==> src/rtl/motor_cascade_controller_top_assert.svh <==
// Assertion macros for the motor cascade controller RTL.
// Included by modules that carry concurrent checks; no other dependencies.
`ifndef MOTOR_CASCADE_CONTROLLER_TOP_ASSERT_SVH
`define MOTOR_CASCADE_CONTROLLER_TOP_ASSERT_SVH
`ifndef SYNTHESIS
`define MCC_ASSERT_IMPL(name, clk, rst, ante, cons) \
   name: assert property (@(posedge clk) disable iff (rst) (ante) |-> (cons)) \
      else $error("mcc: same-cycle check failed");
`define MCC_ASSERT_NEXT(name, clk, rst, ante, cons) \
   name: assert property (@(posedge clk) disable iff (rst) (ante) |=> (cons)) \
      else $error("mcc: next-cycle check failed");
`else
`define MCC_ASSERT_IMPL(name, clk, rst, ante, cons)
`define MCC_ASSERT_NEXT(name, clk, rst, ante, cons)
`endif
`endif

==> src/rtl/mcc_pkg.sv <==
// Shared types, constants and helpers for the motor cascade controller.
// No dependencies.
package mcc_pkg;

   localparam int FRAC_BITS    = 16;
   localparam int PERIOD_SHIFT = 14;
   localparam int DATA_W       = 32;
   localparam int CFG_W        = 31;
   localparam int CSR_IDX_W    = 3;
   localparam int WIDE_W       = 58;

   localparam logic signed [DATA_W-1:0] FILTER_KP = 32'sd1034878976;
   localparam logic signed [DATA_W-1:0] FILTER_KI = 32'sd16449536;
   localparam longint DECAY_L = ((longint'(99) << FRAC_BITS) + 50) / 100;
   localparam logic signed [DATA_W-1:0] DECAY_Q = DATA_W'(DECAY_L);

   localparam int ANGLE_SHL = (FRAC_BITS >= 16) ? FRAC_BITS - 16 : 0;
   localparam int ANGLE_SHR = (FRAC_BITS >= 16) ? 0 : 16 - FRAC_BITS;

   typedef logic signed [WIDE_W-1:0] wide_type;

   localparam wide_type ONE_TURN  = wide_type'(64'sd1 <<< FRAC_BITS);
   localparam wide_type HALF_TURN = wide_type'(64'sd1 <<< (FRAC_BITS - 1));

   typedef enum logic [1:0] {
      MODE_CURRENT  = 2'd0,
      MODE_VELOCITY = 2'd1,
      MODE_POSITION = 2'd2
   } mode_type;

   typedef enum logic [CSR_IDX_W-1:0] {
      CSR_MODE      = 3'd0,
      CSR_RAMP_STEP = 3'd1,
      CSR_FF_GAIN   = 3'd2,
      CSR_POS_GAIN  = 3'd3,
      CSR_VEL_GAIN  = 3'd4,
      CSR_INT_GAIN  = 3'd5,
      CSR_VEL_LIMIT = 3'd6,
      CSR_CUR_LIMIT = 3'd7
   } csr_idx_type;

   typedef enum logic [3:0] {
      S_IDLE, S_SETPT, S_HOLD, S_FF, S_F1, S_F2, S_F3, S_F4,
      S_VLIM, S_PI, S_IMAX, S_IMIN, S_CLIM, S_INT, S_DONE
   } state_type;

   typedef struct packed {
      logic                     restart;
      logic                     running;
      logic signed [DATA_W-1:0] target;
      logic signed [DATA_W-1:0] measured_position;
      logic signed [DATA_W-1:0] measured_velocity;
      logic [15:0]              angle_in_turn;
   } req_type;

   typedef struct packed {
      logic signed [DATA_W-1:0] current_command;
      logic                     saturated;
   } rsp_type;

   typedef struct packed {
      logic                     start;
      logic signed [DATA_W-1:0] a;
      logic signed [DATA_W-1:0] b;
   } mul_req_type;

   function automatic wide_type ext32(logic signed [DATA_W-1:0] x);
      return {{(WIDE_W-DATA_W){x[DATA_W-1]}}, x};
   endfunction

   function automatic wide_type pos31(logic [CFG_W-1:0] x);
      return {{(WIDE_W-CFG_W){1'b0}}, x};
   endfunction

   function automatic logic signed [DATA_W-1:0] sat32(wide_type x);
      if ((&x[WIDE_W-1:DATA_W-1]) || !(|x[WIDE_W-1:DATA_W-1])) begin
         return x[DATA_W-1:0];
      end
      return x[WIDE_W-1] ? {1'b1, {(DATA_W-1){1'b0}}} : {1'b0, {(DATA_W-1){1'b1}}};
   endfunction

   function automatic wide_type clamp_sym(wide_type x, logic [CFG_W-1:0] lim);
      if (x > pos31(lim)) begin
         return pos31(lim);
      end
      if (x < -pos31(lim)) begin
         return -pos31(lim);
      end
      return x;
   endfunction

endpackage

==> src/rtl/mcc_mul.sv <==
// Shared Q-format multiplier: exact 32x32 signed product, floor-shifted by FRAC_BITS.
// Depends on mcc_pkg. Result is registered and appears in the cycle after start.
module mcc_mul (
   input  logic                 clock,
   input  mcc_pkg::mul_req_type req,
   output mcc_pkg::wide_type    result
);

   logic signed [2*mcc_pkg::DATA_W-1:0] prod;
   mcc_pkg::wide_type                   result_ff;
   mcc_pkg::wide_type                   result_in;

   assign prod      = req.a * req.b;
   assign result_in = mcc_pkg::WIDE_W'(prod >>> mcc_pkg::FRAC_BITS);

   always_ff @(posedge clock) begin
      if (req.start) begin
         result_ff <= result_in;
      end
   end

   assign result = result_ff;

endmodule

==> config.mk <==
export PLATFORM = sky130hd
export DESIGN_NAME = mcc_mul
export DESIGN_NICKNAME = d
export VERILOG_FILES = /design/src/rtl/motor_cascade_controller_top_assert.svh /design/src/rtl/mcc_pkg.sv /design/src/rtl/mcc_mul.sv
export SDC_FILE = /design/constraint.sdc
export NUM_CORES = 2
export LEC_CHECK = 0
export BUFFER_PORTS_ARGS = -buffer_cell sky130_fd_sc_hd__buf_2
export CAP_MARGIN = 20
export CORE_MARGIN = 8
export CORE_UTILIZATION = 45
export CTS_BUF_LIST = sky130_fd_sc_hd__clkbuf_4
export DETAILED_ROUTE_END_ITERATION = 12
export SETUP_SLACK_MARGIN = 0.5
export SYNTH_ARGS = -nofsm -noshare
export SYNTH_HDL_FRONTEND = slang
export SYNTH_SLANG_ARGS = --single-unit
export TNS_END_PERCENT = 20
==> constraint.sdc <==
create_clock -name clock -period 12.75 [get_ports clock]
set_input_delay 2.55 -clock clock [delete_from_list [all_inputs] [get_ports clock]]
set_output_delay 2.55 -clock clock [all_outputs]
set_load 0.1 [all_outputs]
* Word level (Yosys, flattened, before mapping)
Cells that the tools add are included.
** Cells by class
- Multiply operators :: 1
** Operator list (count)
- $mul 32x32->64 :: 1
** Word-level totals
- Flip-flop bits (word level) :: 48
- Word-level logic and storage cells :: 2

* Longest topological paths before layout
- Depth after elaboration :: 1
- Gate-level depth with buffers :: 27
- Gate-level depth less buffers :: 26

* Worst setup path after synthesis
Ideal clock, no wire load.
- Kind :: input port to flip-flop
- Start point :: input port req[63] (netlist bit)
- End point :: register, netlist name result[47]
- Setup time :: 0.260 ns
- Data arrival time :: 9.652 ns
- Data required time :: 12.490 ns
- Path slack :: 2.838 ns
- Stages :: 27
- Buffers on the path :: 1
- Path through :: clkbuf_1 -> nand2_1 -> inv_1 -> fa_1 -> inv_1 -> fa_1 -> inv_1 -> fa_1 -> fa_1 -> inv_1 -> fa_1 -> inv_1 -> fa_1 -> inv_1 -> fa_1 -> inv_1 -> fa_1 -> ha_1 -> a21oi_1 -> o211a_1 -> o31ai_1 -> a221oi_1 -> a21oi_1 -> o21ai_0 -> o21ai_1 -> o41a_1 -> xnor2_1
** On the way
- Cells in the longest elaborated chain, start to end :: 1
** Ends and longest elaborated chain
- from (decl) :: RTL line mcc_mul.sv:5 : input mcc_pkg::mul_req_type req,
- $mul 32x32->64 :: RTL line mcc_mul.sv:13 : assign prod = req.a * req.b;
- via prod (one bit) :: RTL line mcc_mul.sv:9 : logic signed [2*mcc_pkg::DATA_W-1:0] prod;
The timed path passes the listed nets, and every way through them passes these cells.
A chain may end at the register's enable or synchronous reset.

* Final worst setup path
- Start point :: input port req[63] (netlist bit)
- End point :: register, netlist name result[47]
** On the way
- Cells in the longest elaborated chain, start to end :: 1
** Ends and longest elaborated chain (RTL line)
- $mul 32x32->64 :: mcc_mul.sv:13
- via prod (one bit) :: mcc_mul.sv:9
The timed path passes the listed nets, and every way through them passes these cells.

==> metrics.txt <==
# TYPE chip_impl_metric gauge
chip_impl_info{name="run_status",value="finished clean"} 1
chip_impl_metric{name="gp_routability_congestion",unit=""} 0.870
chip_impl_metric{name="initial_drc_count",unit=""} 1603
chip_impl_metric{name="core.rowCount",unit=""} 105
chip_impl_metric{name="route.vias.total",unit=""} 25200
chip_impl_metric{name="max_cap_violations",unit=""} 0
chip_impl_metric{name="synth-edff-count",unit=""} 48
chip_impl_metric{name="final_period_minus_worst_setup_slack",unit="ps"} 10760
chip_impl_metric{name="largest_register_ff_count",unit=""} 48
chip_impl_metric{name="post_synth.cell_area_avg",unit="um2"} 9.68
chip_impl_metric{name="post-cts-setup-buffer-count",unit=""} 0
chip_impl_metric{name="via_per_inst",unit=""} 5.21
chip_impl_metric{name="grt_max_degree",unit=""} 39
chip_impl_info{name="tritoncts_clock_tree",value="built"} 1
chip_impl_metric{name="postSynth.asyncResetShare",unit="%"} 0
chip_impl_metric{name="detailedRoute.firstPassIterationCount",unit=""} 5
chip_impl_metric{name="coreArea",unit="mm2"} 0.0818
chip_impl_metric{name="slew_of_the_pin_with_the_lowest_slew_margin",unit="ps"} 942
chip_impl_metric{name="post-place-ws",unit="ps"} 1430
chip_impl_metric{name="wl",unit="um"} 102000
chip_impl_metric{name="antenna_found_initial",unit=""} 7
chip_impl_metric{name="syn2layout_area_growth",unit="%"} 3.57
chip_impl_info{name="cpMostUsedCell",value="fa_1"} 1
chip_impl_metric{name="synth-warning-count",unit=""} 0
chip_impl_metric{name="grtUsageTotal",unit="%"} 23.4
chip_impl_metric{name="initial_core_util",unit="%"} 45.3
chip_impl_metric{name="hold_viol_final",unit=""} 0
chip_impl_metric{name="syn_nets",unit=""} 5157
chip_impl_metric{name="drc_errors",unit=""} 0
chip_impl_metric{name="buffer_ports.inserted",unit=""} 123
chip_impl_metric{name="post_syn_area",unit="mm2"} 0.0371
chip_impl_metric{name="post-dp-hpwl",unit="um"} 81000
chip_impl_info{name="clk_root_buffer_cell",value="clkbuf_4"} 1
chip_impl_metric{name="io_pins",unit=""} 124
chip_impl_metric{name="final_cells",unit=""} 4841
chip_impl_metric{name="width_of_the_die",unit="um"} 303
chip_impl_metric{name="yosysSeqAreaShare",unit="%"} 3.89
chip_impl_metric{name="cts_max_level",unit=""} 2
chip_impl_metric{name="clkSinkCount",unit=""} 48
chip_impl_metric{name="cp_data_arrival_time",unit="ps"} 11030
chip_impl_info{name="rsz0062_at_grt",value="no"} 1
chip_impl_metric{name="maxSlewHeadroom",unit="%"} 37.2
chip_impl_info{name="predominant_post_synthesis_flop_cell",value="edfxtp_1"} 1
chip_impl_metric{name="cts_resized",unit=""} 0
chip_impl_info{name="synthTopCellsByCount",value="fa_1 (1081), inv_1 (950), nand2_1 (513)"} 1
chip_impl_metric{name="finalSetupTns",unit="ps"} 0
chip_impl_metric{name="ctsHoldBuffers",unit=""} 0
chip_impl_metric{name="timing_max_transition_violations_final",unit=""} 0
chip_impl_info{name="crit_slowest_cell",value="fa_1"} 1
chip_impl_metric{name="post-route-worst-setup-slack",unit="ps"} 1990
chip_impl_metric{name="fp.dieArea",unit="mm2"} 0.0918
chip_impl_metric{name="worst_setup_hold_path_clk_slew",unit="ps"} 270
chip_impl_metric{name="drt.antenna.violating_nets",unit=""} 0
chip_impl_metric{name="fillerInstances",unit=""} 7785
chip_impl_metric{name="synth_cell_types",unit=""} 55
chip_impl_metric{name="ys_ff_latch",unit=""} 48
chip_impl_info{name="timing.critical_path.from",value="req[63]"} 1
chip_impl_info{name="kind_of_capture_point_of_the_worst_setup_path",value="flip-flop"} 1
chip_impl_info{name="min_from",value="req[64]"} 1
chip_impl_info{name="worstHoldPathType",value="primary input to flip-flop"} 1
chip_impl_metric{name="layout-drive-gt1-share",unit="%"} 4.20
chip_impl_info{name="start_kind",value="primary input"} 1
chip_impl_metric{name="max_stage_delay",unit="ps"} 860
chip_impl_metric{name="global_route_wire_length_before_repair",unit="um"} 165000
chip_impl_metric{name="layout_worst_path_cycle_share",unit="%"} 84.4
chip_impl_metric{name="hold_slack",unit="ps"} 2490
chip_impl_metric{name="cts_made_buffers",unit=""} 5
chip_impl_metric{name="cts_max_path_buffers",unit=""} 2
chip_impl_metric{name="worstPathRequired",unit="ps"} 13030
chip_impl_info{name="timing.setup.critical_path_class",value="primary input to flip-flop"} 1
chip_impl_metric{name="placed_cells",unit=""} 4826
chip_impl_metric{name="synthDominantCellAreaShare",unit="%"} 58.4
chip_impl_info{name="synth.area.top_cells",value="fa_1 (58%), inv_1 (9.6%), and2_1 (8.6%), ha_1 (6.1%), nand2_1 (5.2%)"} 1
chip_impl_metric{name="setup-violations-final",unit=""} 0
chip_impl_metric{name="nets",unit=""} 5091
chip_impl_metric{name="timing.critical_path.fanout_max",unit=""} 32
chip_impl_metric{name="postSynthCellCount",unit=""} 3830
chip_impl_metric{name="grt.overflow.total",unit=""} 0
chip_impl_metric{name="height_of_the_die",unit="um"} 303
chip_impl_metric{name="max_freq",unit="MHz"} 93.0
chip_impl_info{name="netlist.top_cell.by_area",value="fa_1"} 1
chip_impl_metric{name="average_detailed_routed_wire_length_per_instance",unit="um"} 21.0
chip_impl_metric{name="grt_pass1_vias",unit=""} 28400
chip_impl_info{name="synth.most_common_cell",value="fa_1"} 1
==> cells by family (layout without fill, tap and decap cells) <==
family / count (synthesis) / count (layout) / share of synthesized area (%)
buf+inv: 1165 / 1100 / 11.9
fa+ha+maj: 1261 / 1261 / 64.5
other cells: 0 / 6 / 0
flops: 48 / 48 / 3.89
compound gates: 153 / 153 / 2.78
xor+xnor: 63 / 63 / 1.49
simple gates: 1140 / 1140 / 15.5
==> cell type report <==
| class | instances | area, um2 | share of cell area [%] |
|---|---|---|---|
| diodes | 6 | 15.0 | 0.0391 |
| inverters | 950 | 3570 | 9.29 |
| clock buffers | 5 | 37.5 | 0.0978 |
| well taps | 1070 | 1340 | 3.49 |
| repair buffers | 142 | 758 | 1.98 |
| multi-input cells | 2617 | 31200 | 81.3 |
| flip-flops and latches | 48 | 1440 | 3.76 |
| clock inverters | 3 | 18.8 | 0.0489 |
==> placed cells by master (no fill, tap or decap), drive strengths merged, types with 4 or more instances in the layout <==
cell | synthesis | final
nor2b | 4 | 4
buf | 14 | 141
a21o | 21 | 21
a211oi | 5 | 5
a21oi | 48 | 48
o21ai | 30 | 30
o21a | 6 | 6
diode | 0 | 6
xnor2 | 40 | 40
nand2b | 12 | 12
nor2 | 46 | 46
edfxtp | 48 | 48
inv | 950 | 950
nand3 | 12 | 12
xor2 | 23 | 23
and2 | 513 | 513
o31ai | 5 | 5
fa | 1081 | 1081
nand4 | 14 | 14
and3 | 7 | 7
nor3 | 7 | 7
o21bai | 8 | 8
ha | 180 | 180
nand2 | 513 | 513
clkbuf | 201 | 6
==> worst max-delay path: cells and delay by family <==
kind / cells / cell delay (ps)
AND/OR/NAND/NOR: 1 / 260
adder cells (fa/ha/maj): 9 / 4660
buffers and inverters: 8 / 1810
XOR/XNOR: 1 / 130
AO/OA/AOI/OAI: 8 / 1590
==> metal layers <==
layer,vias up,GRT usage [%],routed length [um],part of all wire (%)
li1,10700,-,-,-
met1,13500,30.7,41800,41
met2,763,41.2,51700,51
met3,177,2.61,5000,4.9
met4,2,6.55,3210,3.2
met5,-,0,8,0.0079
==> final timing paths <==
check | end | slack [ps] | cells after the start
setup / recovery | result[47] | 1990 | 27
hold / removal | result[0] | 2490 | 1
==> per-stage QoR <==
step	area, um2	util (%)
5_1_grt	38400	46.9
4_1_cts	38400	46.9
3_3_place_gp	38300	46.8
6_report	38400	46.9
2_1_floorplan	37100	-
3_5_place_dp	38300	46.8
Power is not shown: default switching activity piles up to over one toggle a cycle in this logic, so the estimate is an artifact.
